==> config.mk <==
export PLATFORM = sky130hd
export DESIGN_NAME = scene_bounds_sphere_fit_flat
export DESIGN_NICKNAME = d
export VERILOG_FILES = /design/src/hdl/sbsf_pkg.sv /design/src/hdl/sbsf_ifs.sv /design/src/hdl/scene_bounds_sphere_fit.sv /design/src/hdl/sbsf_cfg.sv /design/src/hdl/sbsf_root.sv /design/src/flat_wrapper.sv
export SDC_FILE = /design/constraint.sdc
export NUM_CORES = 2
export LEC_CHECK = 0
export ABC_CLOCK_PERIOD_IN_PS = 27900
export BUFFER_PORTS_ARGS = -buffer_cell sky130_fd_sc_hd__buf_2
export CORE_MARGIN = 3
export CORE_UTILIZATION = 50
export CTS_CLUSTER_SIZE = 10
export DETAILED_ROUTE_END_ITERATION = 10
export GPL_TIMING_DRIVEN = 0
export PLACE_DENSITY = 0.7
export REMOVE_ABC_BUFFERS = 1
export SLEW_MARGIN = 30
export SYNTH_ARGS = -nofsm -noshare
export SYNTH_HDL_FRONTEND = slang
export SYNTH_SLANG_ARGS = --single-unit
==> constraint.sdc <==
create_clock -name clk -period 27.9 [get_ports clk]
set_input_delay 5.58 -clock clk [delete_from_list [all_inputs] [get_ports clk]]
set_output_delay 5.58 -clock clk [all_outputs]
set_load 0.05 [all_outputs]
==> src/hdl/sbsf_pkg.sv <==
// Shared constants, codes and types of the scene bounds sphere fit block.
`timescale 1ns / 1ps

package sbsf_pkg;

  // Coordinate width of column components, box corners and centers
  localparam int COORD_WIDTH = 32;

  // Magnitude / side operand width: keeps bits above 32 for square overflow
  localparam int OPER_W = (COORD_WIDTH >= 32) ? COORD_WIDTH + 1 : 33;
  // Corner arithmetic width: coordinate plus or minus a 31-bit extent
  localparam int WIDE_W = OPER_W + 1;

  localparam int MUL_W      = 32;
  localparam int PROD_W     = 2 * MUL_W;
  localparam int ROOT_IN_W  = 64;
  localparam int ROOT_OUT_W = ROOT_IN_W / 2;
  localparam int ROOT_STEPS = ROOT_IN_W / 2;
  localparam int ROOT_CNT_W = $clog2(ROOT_STEPS);

  localparam int RADIUS_W   = 31;
  localparam int GAIN_W     = 18;
  localparam int FRAC_W     = 16;
  localparam int CFG_IDX_W  = 3;
  localparam int CFG_DATA_W = 31;

  // Register reset values: radii unsigned Q15.16, margin gain unsigned Q2.16
  localparam logic [RADIUS_W-1:0] FLOOR_RESET   = RADIUS_W'(786432);
  localparam logic [RADIUS_W-1:0] CEILING_RESET = RADIUS_W'(13107200);
  localparam logic [GAIN_W-1:0]   GAIN_RESET    = GAIN_W'(75366);
  localparam logic [RADIUS_W-1:0] EMPTY_RESET   = RADIUS_W'(786432);

  // Item operation codes
  typedef enum logic {
    OP_COLUMN = 1'b0,
    OP_FINISH = 1'b1
  } op_t;

  // Column number that carries the translation and completes an object
  localparam logic [1:0] COL_TRANSLATION = 2'd3;

  // Configuration register indexes
  typedef enum logic [CFG_IDX_W-1:0] {
    CFG_RADIUS_FLOOR   = 3'd0,
    CFG_RADIUS_CEILING = 3'd1,
    CFG_MARGIN_GAIN    = 3'd2,
    CFG_EMPTY_RADIUS   = 3'd3
  } cfg_reg_t;

  typedef struct packed {
    logic [RADIUS_W-1:0] radius_floor;
    logic [RADIUS_W-1:0] radius_ceiling;
    logic [GAIN_W-1:0]   margin_gain;
    logic [RADIUS_W-1:0] empty_radius;
  } cfg_t;

  typedef struct packed {
    logic busy;
    logic done;
  } root_stat_t;

endpackage

==> src/hdl/sbsf_ifs.sv <==
// Valid/ready channel interfaces for column items and scene results.
`timescale 1ns / 1ps

interface sbsf_item_if;
  logic                                   valid;
  logic                                   ready;
  logic                                   operation;
  logic [1:0]                             column_index;
  logic signed [sbsf_pkg::COORD_WIDTH-1:0] col_x;
  logic signed [sbsf_pkg::COORD_WIDTH-1:0] col_y;
  logic signed [sbsf_pkg::COORD_WIDTH-1:0] col_z;

  modport source (output valid, operation, column_index, col_x, col_y, col_z,
                  input ready);
  modport sink   (input valid, operation, column_index, col_x, col_y, col_z,
                  output ready);
endinterface

interface sbsf_result_if;
  logic                                   valid;
  logic                                   ready;
  logic signed [sbsf_pkg::COORD_WIDTH-1:0] center_x;
  logic signed [sbsf_pkg::COORD_WIDTH-1:0] center_y;
  logic signed [sbsf_pkg::COORD_WIDTH-1:0] center_z;
  logic [sbsf_pkg::RADIUS_W-1:0]          bound_radius;
  logic                                   scene_empty;

  modport source (output valid, center_x, center_y, center_z, bound_radius,
                  scene_empty, input ready);
  modport sink   (input valid, center_x, center_y, center_z, bound_radius,
                  scene_empty, output ready);
endinterface

==> src/hdl/scene_bounds_sphere_fit.sv <==
// Scene bounds sphere fit: top level with sequencer, shared multiplier and box.
//
// Usage: column items arrive on the item channel (valid/ready), one matrix
// column each in signed Q16.16. Columns 0 to 2 add their squared lengths to
// the object sum; column 3 completes the object and grows the scene box by a
// cube of half the root of that sum. A finish item emits one result on the
// result channel: box center, clamped radius and an empty flag, then clears.
// Column 0 to 2 items and finish items of a non-empty scene square each
// component in turn on the one shared 32x32 multiplier. Column 3 items and
// those finish items run the 32-step square root unit.
// One item is in work at a time; ready is high only while the block is idle.
// The result sits in an output register; a finish waits there only while an
// earlier result has not been taken. Column items never wait on the result.
// Reset is synchronous: it clears the sequencer, scene state and result
// channel and loads register defaults. The user writes registers through
// write_enable/reg_index/write_data only while the block is idle (unchecked).
`timescale 1ns / 1ps

module scene_bounds_sphere_fit (
  input  logic                            clk,
  input  logic                            rst,
  sbsf_item_if.sink                       item,
  sbsf_result_if.source                   result,
  input  logic                            write_enable,
  input  logic [sbsf_pkg::CFG_IDX_W-1:0]  reg_index,
  input  logic [sbsf_pkg::CFG_DATA_W-1:0] write_data
);

  localparam int CW     = sbsf_pkg::COORD_WIDTH;
  localparam int OW     = sbsf_pkg::OPER_W;
  localparam int WW     = sbsf_pkg::WIDE_W;
  localparam int MW     = sbsf_pkg::MUL_W;
  localparam int PW     = sbsf_pkg::PROD_W;
  localparam int RW     = sbsf_pkg::RADIUS_W;
  localparam int SCALEW = PW - sbsf_pkg::FRAC_W;
  localparam logic signed [WW-1:0] CMAX_W = WW'((64'(1) << (CW - 1)) - 64'(1));
  localparam logic signed [WW-1:0] CMIN_W = -CMAX_W - WW'(1);

  typedef enum logic [8:0] {
    ST_IDLE   = 9'b000000001,
    ST_MUL    = 9'b000000010,
    ST_ADD    = 9'b000000100,
    ST_RSTART = 9'b000001000,
    ST_ROOT   = 9'b000010000,
    ST_GROW   = 9'b000100000,
    ST_SCALE  = 9'b001000000,
    ST_CLAMP  = 9'b010000000,
    ST_EMIT   = 9'b100000000
  } state_t;

  state_t                       state;
  logic                         finishing;
  logic [1:0]                   comp;
  logic signed [CW-1:0]         col_q [3];
  logic signed [CW-1:0]         box_low [3];
  logic signed [CW-1:0]         box_high [3];
  logic                         seen_object;
  logic [PW-1:0]                square_sum;
  logic [PW-1:0]                prod;
  logic [RW-1:0]                radius_q;
  logic                         res_valid;
  logic signed [CW-1:0]         res_center [3];
  logic [RW-1:0]                res_radius;
  logic                         res_empty;

  sbsf_pkg::cfg_t               cfg;
  sbsf_pkg::root_stat_t         root_stat;
  logic [sbsf_pkg::ROOT_OUT_W-1:0] root_val;

  logic                         accept;
  logic                         out_free;
  logic signed [CW-1:0]         cur_col;
  logic signed [CW-1:0]         cur_low;
  logic signed [CW-1:0]         cur_high;
  logic [OW-1:0]                col_ext;
  logic [OW-1:0]                mag;
  logic [OW-1:0]                side;
  logic [OW-1:0]                oper;
  logic                         sq_ovf;
  logic [MW-1:0]                mul_a;
  logic [MW-1:0]                mul_b;
  logic [PW-1:0]                mul_full;
  logic [PW:0]                  sum_wide;
  logic [PW-1:0]                sum_sat;
  logic signed [WW-1:0]         col_w;
  logic signed [WW-1:0]         ext_w;
  logic signed [WW-1:0]         lo_raw;
  logic signed [WW-1:0]         hi_raw;
  logic signed [CW-1:0]         lo_c;
  logic signed [CW-1:0]         hi_c;
  logic signed [CW:0]           mid_sum [3];
  logic [SCALEW-1:0]            scaled;
  logic [SCALEW-1:0]            raised;
  logic [SCALEW-1:0]            lowered;

  sbsf_cfg u_cfg (
    .clk          (clk),
    .rst          (rst),
    .write_enable (write_enable),
    .reg_index    (reg_index),
    .write_data   (write_data),
    .cfg          (cfg)
  );

  sbsf_root u_root (
    .clk     (clk),
    .rst     (rst),
    .start   (state == ST_RSTART),
    .operand (square_sum),
    .stat    (root_stat),
    .root    (root_val)
  );

  // Handshake
  assign item.ready = (state == ST_IDLE);
  assign accept     = item.valid && item.ready;
  assign out_free   = !res_valid || result.ready;

  // Select the component under work
  assign cur_col  = col_q[comp];
  assign cur_low  = box_low[comp];
  assign cur_high = box_high[comp];

  // Magnitude of a column component, or a box side on finish
  assign col_ext = {{(OW - CW){cur_col[CW-1]}}, cur_col};
  assign mag     = col_ext[OW-1] ? (OW'(0) - col_ext) : col_ext;
  assign side    = {{(OW - CW){cur_high[CW-1]}}, cur_high}
                 - {{(OW - CW){cur_low[CW-1]}}, cur_low};
  assign oper    = finishing ? side : mag;
  assign sq_ovf  = |oper[OW-1:MW];

  // Shared multiplier: squares, then half-diagonal times margin gain
  always_comb begin
    if (state == ST_SCALE) begin
      mul_a = MW'(root_val[sbsf_pkg::ROOT_OUT_W-1:1]);
      mul_b = MW'(cfg.margin_gain);
    end else begin
      mul_a = oper[MW-1:0];
      mul_b = oper[MW-1:0];
    end
  end
  assign mul_full = PW'(mul_a) * PW'(mul_b);

  // Saturating accumulate
  assign sum_wide = {1'b0, square_sum} + {1'b0, prod};
  assign sum_sat  = sum_wide[PW] ? {PW{1'b1}} : sum_wide[PW-1:0];

  // Object cube corners, clamped to the coordinate range
  assign col_w  = {{(WW - CW){cur_col[CW-1]}}, cur_col};
  assign ext_w  = WW'(root_val[sbsf_pkg::ROOT_OUT_W-1:1]);
  assign lo_raw = col_w - ext_w;
  assign hi_raw = col_w + ext_w;

  always_comb begin
    if (lo_raw > CMAX_W) begin
      lo_c = CMAX_W[CW-1:0];
    end else if (lo_raw < CMIN_W) begin
      lo_c = CMIN_W[CW-1:0];
    end else begin
      lo_c = lo_raw[CW-1:0];
    end
    if (hi_raw > CMAX_W) begin
      hi_c = CMAX_W[CW-1:0];
    end else if (hi_raw < CMIN_W) begin
      hi_c = CMIN_W[CW-1:0];
    end else begin
      hi_c = hi_raw[CW-1:0];
    end
  end

  // Box centers, floor of the midpoint
  for (genvar i = 0; i < 3; i++) begin : g_mid
    assign mid_sum[i] = {box_low[i][CW-1], box_low[i]} + {box_high[i][CW-1], box_high[i]};
  end

  // Radius: drop fraction bits of the product, raise to floor, lower to ceiling
  assign scaled  = prod[PW-1:sbsf_pkg::FRAC_W];
  assign raised  = (scaled < SCALEW'(cfg.radius_floor)) ? SCALEW'(cfg.radius_floor) : scaled;
  assign lowered = (raised > SCALEW'(cfg.radius_ceiling)) ? SCALEW'(cfg.radius_ceiling)
                                                          : raised;

  // Capture accepted column components
  always_ff @(posedge clk) begin
    if (accept) begin
      col_q[0] <= item.col_x;
      col_q[1] <= item.col_y;
      col_q[2] <= item.col_z;
    end
  end

  // Sequencer and scene state
  always_ff @(posedge clk) begin
    if (rst) begin
      state       <= ST_IDLE;
      finishing   <= 1'b0;
      comp        <= '0;
      seen_object <= 1'b0;
      square_sum  <= '0;
      for (int i = 0; i < 3; i++) begin
        box_low[i]  <= '0;
        box_high[i] <= '0;
      end
    end else begin
      unique case (state)
        ST_IDLE: begin
          if (accept) begin
            comp      <= '0;
            finishing <= (sbsf_pkg::op_t'(item.operation) == sbsf_pkg::OP_FINISH);
            if (sbsf_pkg::op_t'(item.operation) == sbsf_pkg::OP_FINISH) begin
              if (seen_object) begin
                square_sum <= '0;
                state      <= ST_MUL;
              end else begin
                state <= ST_EMIT;
              end
            end else if (item.column_index == sbsf_pkg::COL_TRANSLATION) begin
              state <= ST_RSTART;
            end else begin
              state <= ST_MUL;
            end
          end
        end
        ST_MUL: begin
          state <= ST_ADD;
        end
        ST_ADD: begin
          square_sum <= sum_sat;
          if (comp == 2'd2) begin
            comp  <= '0;
            state <= finishing ? ST_RSTART : ST_IDLE;
          end else begin
            comp  <= comp + 1'b1;
            state <= ST_MUL;
          end
        end
        ST_RSTART: begin
          state <= ST_ROOT;
        end
        ST_ROOT: begin
          if (root_stat.done) begin
            comp  <= '0;
            state <= finishing ? ST_SCALE : ST_GROW;
          end
        end
        ST_GROW: begin
          if (!seen_object || lo_c < cur_low) begin
            box_low[comp] <= lo_c;
          end
          if (!seen_object || hi_c > cur_high) begin
            box_high[comp] <= hi_c;
          end
          if (comp == 2'd2) begin
            seen_object <= 1'b1;
            square_sum  <= '0;
            state       <= ST_IDLE;
          end else begin
            comp <= comp + 1'b1;
          end
        end
        ST_SCALE: begin
          state <= ST_CLAMP;
        end
        ST_CLAMP: begin
          state <= ST_EMIT;
        end
        ST_EMIT: begin
          // Hold until the output register is free, then clear the scene
          if (out_free) begin
            seen_object <= 1'b0;
            square_sum  <= '0;
            for (int i = 0; i < 3; i++) begin
              box_low[i]  <= '0;
              box_high[i] <= '0;
            end
            state <= ST_IDLE;
          end
        end
        default: begin
          state <= ST_IDLE;
        end
      endcase
    end
  end

  // Product register of the shared multiplier
  always_ff @(posedge clk) begin
    if (state == ST_MUL) begin
      prod <= sq_ovf ? {PW{1'b1}} : mul_full;
    end else if (state == ST_SCALE) begin
      prod <= mul_full;
    end
  end

  // Radius register: clamped value, or the empty-scene default
  always_ff @(posedge clk) begin
    if (state == ST_CLAMP) begin
      radius_q <= lowered[RW-1:0];
    end else if (accept && !seen_object) begin
      radius_q <= cfg.empty_radius;
    end
  end

  // Output register: load on emit, drop when taken
  always_ff @(posedge clk) begin
    if (rst) begin
      res_valid <= 1'b0;
    end else if (state == ST_EMIT && out_free) begin
      res_valid <= 1'b1;
    end else if (result.ready) begin
      res_valid <= 1'b0;
    end
  end

  always_ff @(posedge clk) begin
    if (state == ST_EMIT && out_free) begin
      for (int i = 0; i < 3; i++) begin
        res_center[i] <= seen_object ? mid_sum[i][CW:1] : '0;
      end
      res_radius <= radius_q;
      res_empty  <= !seen_object;
    end
  end

  assign result.valid        = res_valid;
  assign result.center_x     = res_center[0];
  assign result.center_y     = res_center[1];
  assign result.center_z     = res_center[2];
  assign result.bound_radius = res_radius;
  assign result.scene_empty  = res_empty;

endmodule

==> src/hdl/sbsf_cfg.sv <==
// Configuration register file: radius limits, margin gain, empty radius.
`timescale 1ns / 1ps

module sbsf_cfg (
  input  logic                                clk,
  input  logic                                rst,
  input  logic                                write_enable,
  input  logic [sbsf_pkg::CFG_IDX_W-1:0]      reg_index,
  input  logic [sbsf_pkg::CFG_DATA_W-1:0]     write_data,
  output sbsf_pkg::cfg_t                      cfg
);

  // Write the addressed register, masked to its width; drop unknown indexes
  always_ff @(posedge clk) begin
    if (rst) begin
      cfg.radius_floor   <= sbsf_pkg::FLOOR_RESET;
      cfg.radius_ceiling <= sbsf_pkg::CEILING_RESET;
      cfg.margin_gain    <= sbsf_pkg::GAIN_RESET;
      cfg.empty_radius   <= sbsf_pkg::EMPTY_RESET;
    end else if (write_enable) begin
      unique case (sbsf_pkg::cfg_reg_t'(reg_index))
        sbsf_pkg::CFG_RADIUS_FLOOR: begin
          cfg.radius_floor <= write_data[sbsf_pkg::RADIUS_W-1:0];
        end
        sbsf_pkg::CFG_RADIUS_CEILING: begin
          cfg.radius_ceiling <= write_data[sbsf_pkg::RADIUS_W-1:0];
        end
        sbsf_pkg::CFG_MARGIN_GAIN: begin
          cfg.margin_gain <= write_data[sbsf_pkg::GAIN_W-1:0];
        end
        sbsf_pkg::CFG_EMPTY_RADIUS: begin
          cfg.empty_radius <= write_data[sbsf_pkg::RADIUS_W-1:0];
        end
        default: begin
        end
      endcase
    end
  end

endmodule

==> src/hdl/sbsf_root.sv <==
// Iterative 64-bit integer square root, one result bit per cycle.
`timescale 1ns / 1ps

module sbsf_root (
  input  logic                                clk,
  input  logic                                rst,
  input  logic                                start,
  input  logic [sbsf_pkg::ROOT_IN_W-1:0]      operand,
  output sbsf_pkg::root_stat_t                stat,
  output logic [sbsf_pkg::ROOT_OUT_W-1:0]     root
);

  logic [sbsf_pkg::ROOT_IN_W-1:0]  rem;
  logic [sbsf_pkg::ROOT_IN_W-1:0]  acc;
  logic [sbsf_pkg::ROOT_IN_W-1:0]  probe;
  logic [sbsf_pkg::ROOT_CNT_W-1:0] count;
  logic [sbsf_pkg::ROOT_IN_W-1:0]  trial;
  logic                            take;

  assign trial = acc + probe;
  assign take  = (rem >= trial);
  assign root  = acc[sbsf_pkg::ROOT_OUT_W-1:0];

  // Control: run for ROOT_STEPS steps, pulse done after the last
  always_ff @(posedge clk) begin
    if (rst) begin
      stat  <= '0;
      count <= '0;
    end else begin
      stat.done <= 1'b0;
      if (start) begin
        stat.busy <= 1'b1;
        count     <= '0;
      end else if (stat.busy) begin
        count <= count + 1'b1;
        if (count == sbsf_pkg::ROOT_CNT_W'(sbsf_pkg::ROOT_STEPS - 1)) begin
          stat.busy <= 1'b0;
          stat.done <= 1'b1;
        end
      end
    end
  end

  // Datapath: subtract the trial value where it fits, shift the probe down
  always_ff @(posedge clk) begin
    if (start) begin
      rem   <= operand;
      acc   <= '0;
      probe <= sbsf_pkg::ROOT_IN_W'(1) << (sbsf_pkg::ROOT_IN_W - 2);
    end else if (stat.busy) begin
      if (take) begin
        rem <= rem - trial;
        acc <= (acc >> 1) + probe;
      end else begin
        acc <= acc >> 1;
      end
      probe <= probe >> 2;
    end
  end

endmodule

==> src/flat_wrapper.sv <==
// flat-port wrapper written by rule: the top's interface ports become plain ports
module scene_bounds_sphere_fit_flat 
  (clk, rst, write_enable, reg_index, write_data, item_valid, item_operation, item_column_index, item_col_x, item_col_y, item_col_z, item_ready, result_valid, result_center_x, result_center_y, result_center_z, result_bound_radius, result_scene_empty, result_ready);
  sbsf_item_if item_i ();
  sbsf_result_if result_i ();
  input  logic clk;
  input  logic rst;
  input  logic write_enable;
  input  logic [sbsf_pkg::CFG_IDX_W-1:0] reg_index;
  input  logic [sbsf_pkg::CFG_DATA_W-1:0] write_data;
  input wire logic [$bits(item_i.valid)-1:0] item_valid;
  input wire logic [$bits(item_i.operation)-1:0] item_operation;
  input wire logic [$bits(item_i.column_index)-1:0] item_column_index;
  input wire logic [$bits(item_i.col_x)-1:0] item_col_x;
  input wire logic [$bits(item_i.col_y)-1:0] item_col_y;
  input wire logic [$bits(item_i.col_z)-1:0] item_col_z;
  output wire logic [$bits(item_i.ready)-1:0] item_ready;
  output wire logic [$bits(result_i.valid)-1:0] result_valid;
  output wire logic [$bits(result_i.center_x)-1:0] result_center_x;
  output wire logic [$bits(result_i.center_y)-1:0] result_center_y;
  output wire logic [$bits(result_i.center_z)-1:0] result_center_z;
  output wire logic [$bits(result_i.bound_radius)-1:0] result_bound_radius;
  output wire logic [$bits(result_i.scene_empty)-1:0] result_scene_empty;
  input wire logic [$bits(result_i.ready)-1:0] result_ready;
  assign item_i.valid = item_valid;
  assign item_i.operation = item_operation;
  assign item_i.column_index = item_column_index;
  assign item_i.col_x = item_col_x;
  assign item_i.col_y = item_col_y;
  assign item_i.col_z = item_col_z;
  assign item_ready = item_i.ready;
  assign result_valid = result_i.valid;
  assign result_center_x = result_i.center_x;
  assign result_center_y = result_i.center_y;
  assign result_center_z = result_i.center_z;
  assign result_bound_radius = result_i.bound_radius;
  assign result_scene_empty = result_i.scene_empty;
  assign result_i.ready = result_ready;
  scene_bounds_sphere_fit u_core (.clk(clk), .rst(rst), .item(item_i), .result(result_i), .write_enable(write_enable), .reg_index(reg_index), .write_data(write_data));
endmodule
==> out/results.txt <==
status - finished clean
share of cells above drive strength 1 - 8.46%
Die W - 440 µm
Startpoint Class - flip-flop
syn_area_per_cell - 8.94 µm²
Final TNS setup - 0 ns
DP Area - 100,000 µm²
vias in the first global route - 79,138
Yosys reg bits - 933
Clock Latency Late Sink - 0.79 ns
Async S/R FF share, synth - 0%
routed wire length - 317,000 µm
Final period util - 52.3%
Synth-to-Final Area Change - 10.3%
num rows - 158
remaining antenna violation count - 0
endpoint type of the worst setup path - flip-flop
io pins - 268
number of synthesized flops with an enable pin - 639
Starting Density - 50.5%
TritonCTS buffer count - 111
final instance area - 104,000 µm²
vias per cell - 6.04
routed vias - 79,116
skew final - 0.0592 ns
area of the multi-input gates - 62,800 µm²
# fillers - 16,485
CTS root buf - clkbuf_16
GP Congestion - 0.985
Critical-path top delay cell - dfxtp_4
crit-path max FO - 22
Post-CTS Setup Inserts - 0
Cell variety after synth - 104
Min Hold Slack - 0.408 ns
port bufs - 267
Slew HR - 24.0%
drt first pass iters - 9
Final min period - 14.59 ns
final setup fails - 0
first-pass GRT wire length - 478,000 µm
DR WL/cell - 24.2 µm
Synth top area share - 20.4%
Synth Cell Area - 94,100 µm²
Max Slew Vio Count - 0
clock sink count - 933
Synth warnings - 0
maximum clock rate - 68.6 MHz
Worst-Margin Slew - 1.14 ns
pin count of the biggest net entering global routing - 90
Clock Pin Slew Worst Setup and Hold Paths - 0.06 ns
RSZ-0062 raised after global routing - no
ranking of synthesized cells by area - edfxtp_1, fa_1, ha_1
Post-Syn Instances - 10,517
sequential area share after synthesis - 26.7%
DRC - 0
Starting DRT DRC Count - 8,037
Post-layout nets - 12,371
slowest stage delay, CP - 0.72 ns
Max Buffers Root-to-Sink - 3
Hold Buf Count CTS - 0
hpwl dp - 253,000 µm
CP Class - flip-flop to flip-flop
CTS tree - yes
Core ar. - 186,000 µm²
Min-Delay Path Class - flip-flop to flip-flop
most frequent CP cell - fa_1
gr ovfl total - 0
die area - 193,000 µm²
Max-cap violations - 0
initial antenna violation count - 17
Die H - 440 µm
Worst EP required - 28.43 ns
Post-CTS Resized - 0
Most used DFF post-synth - edfxtp_1
Seq. cell area - 25,100 µm²
Synth area leader - edfxtp_1
H-tree depth - 3
Final Hold Violating Endpoints - 0
GR Util All Layers - 32.4%
CP arrival - 15.12 ns
-- routing by layer --
layer  wire [µm]  global-route usage (%)  vias to the layer above
met3       31600                    6.76                      829
li1            -                       -                    35285
met2      142000                    51.1                     4091
met1      122000                    41.7                    38897
met4       20900                    17.9                       14
met5         108                       0                        -
-- metrics by stage --
stage / util [%] / std cells / setup WS, ns
after CTS: 55.7 / 13104 / 13.65
final: 55.7 / 13107 / 13.31
after global placement: 51.8 / 12753 / 2.01
after global routing: 55.7 / 13105 / 13.19
after floorplan: - / 10006 / 11.27
after detailed placement: 53.9 / 12918 / 13.67
-- path summary, 6_finish.rpt --
check / start / end / slack (ns) / cells after the start
worst max-delay path: flip-flop / u_core.prod[62] / 13.31 / 41
worst min-delay path: u_core.radius_q[29] / u_core.result.bound_radius[29] / 0.41 / 0
worst max register to register: flip-flop / u_core.prod[62] / 13.31 / 41
worst min register to register: u_core.radius_q[29] / u_core.result.bound_radius[29] / 0.41 / 0
-- placed cells by master, fill, tap and decap left out, types with 80 or more instances in the layout --
cell type	synthesis	layout
xnor2_1	259	259
a31oi_1	103	101
edfxtp_1	639	639
ha_1	778	778
a21o_1	234	225
nand2_1	1324	1317
nand4_1	89	89
nor2_1	1201	1191
nand2b_1	80	80
o21ai_0	474	454
fa_1	904	904
buf_2	43	272
clkbuf_16	0	112
a211oi_1	88	80
mux2i_1	116	116
inv_1	1355	1353
nor3_1	105	102
dfxtp_1	294	289
xor2_1	179	179
nand3_1	113	109
a21oi_1	698	667
-- final cells by class --
cell class / count / area share (%)
multi-input cells: 7710 / 60.5
flip-flops and latches: 933 / 24.2
inverters: 1363 / 4.94
repair buffers: 432 / 4.10
well taps: 2480 / 2.99
clock buffers: 161 / 2.93
clock inverters: 25 / 0.340
diodes: 3 / 0.00724
-- registers in the layout, summed over array words and instances, names as in the netlist, 2 cells and up, named ones only --
register,count
u_core.box_high,128
u_core.box_low,128
u_core.col_q,96
u_core.comp,2
u_core.prod,64
u_core.radius_q,31
u_core.res_center,96
u_core.result.bound_radius,31
u_core.square_sum,64
u_core.state,9
u_core.u_cfg.cfg,111
u_core.u_root.acc,64
u_core.u_root.count,5
u_core.u_root.probe,32
u_core.u_root.rem,64
u_core.u_root.stat,2
-- logic make-up after synthesis --
kind of cell | Yosys count | synth area share, %
xor+xnor | 438 | 4.08
flops | 933 | 26.7
simple gates | 3265 | 14.9
fa+ha+maj | 1684 | 29.6
mux | 213 | 3.16
compound gates | 2110 | 14.0
buf+inv | 1874 | 7.62
-- Yosys cell counts, drive strengths merged (12+ instances only) --
cell type / count
inv: 1358
nand2: 1325
nor2: 1201
fa: 904
ha: 778
a21oi: 702
edfxtp: 639
o21ai: 497
clkbuf: 419
dfxtp: 294
xnor2: 259
a21o: 235
xor2: 179
mux2i: 116
nand3: 113
nor3: 106
a31oi: 103
buf: 92
a211oi: 91
nand4: 89
nand2b: 80
nor2b: 74
o21a: 71
o21bai: 69
and3: 64
mux4: 64
o211ai: 56
and2: 44
o31ai: 34
mux2: 33
or2: 32
or3: 30
nor4: 26
a21boi: 25
a31o: 21
and4: 18
a221oi: 17
nand3b: 16
a2111oi: 15
o41ai: 15
o221ai: 14
o31a: 14
a211o: 13
a41oi: 12
nor3b: 12
-- worst max-delay path, delay by kind of cell, from the launching register on --
kind | cells | cell delay, ns
buf+inv | 8 | 1.60
mux | 2 | 0.74
simple gates | 5 | 0.94
flops | 1 | 0.72
xor+xnor | 1 | 0.17
compound gates | 15 | 5.17
fa+ha+maj | 10 | 4.90
Power is not shown: default switching activity piles up to over one toggle a cycle in this logic, so the estimate is an artifact.
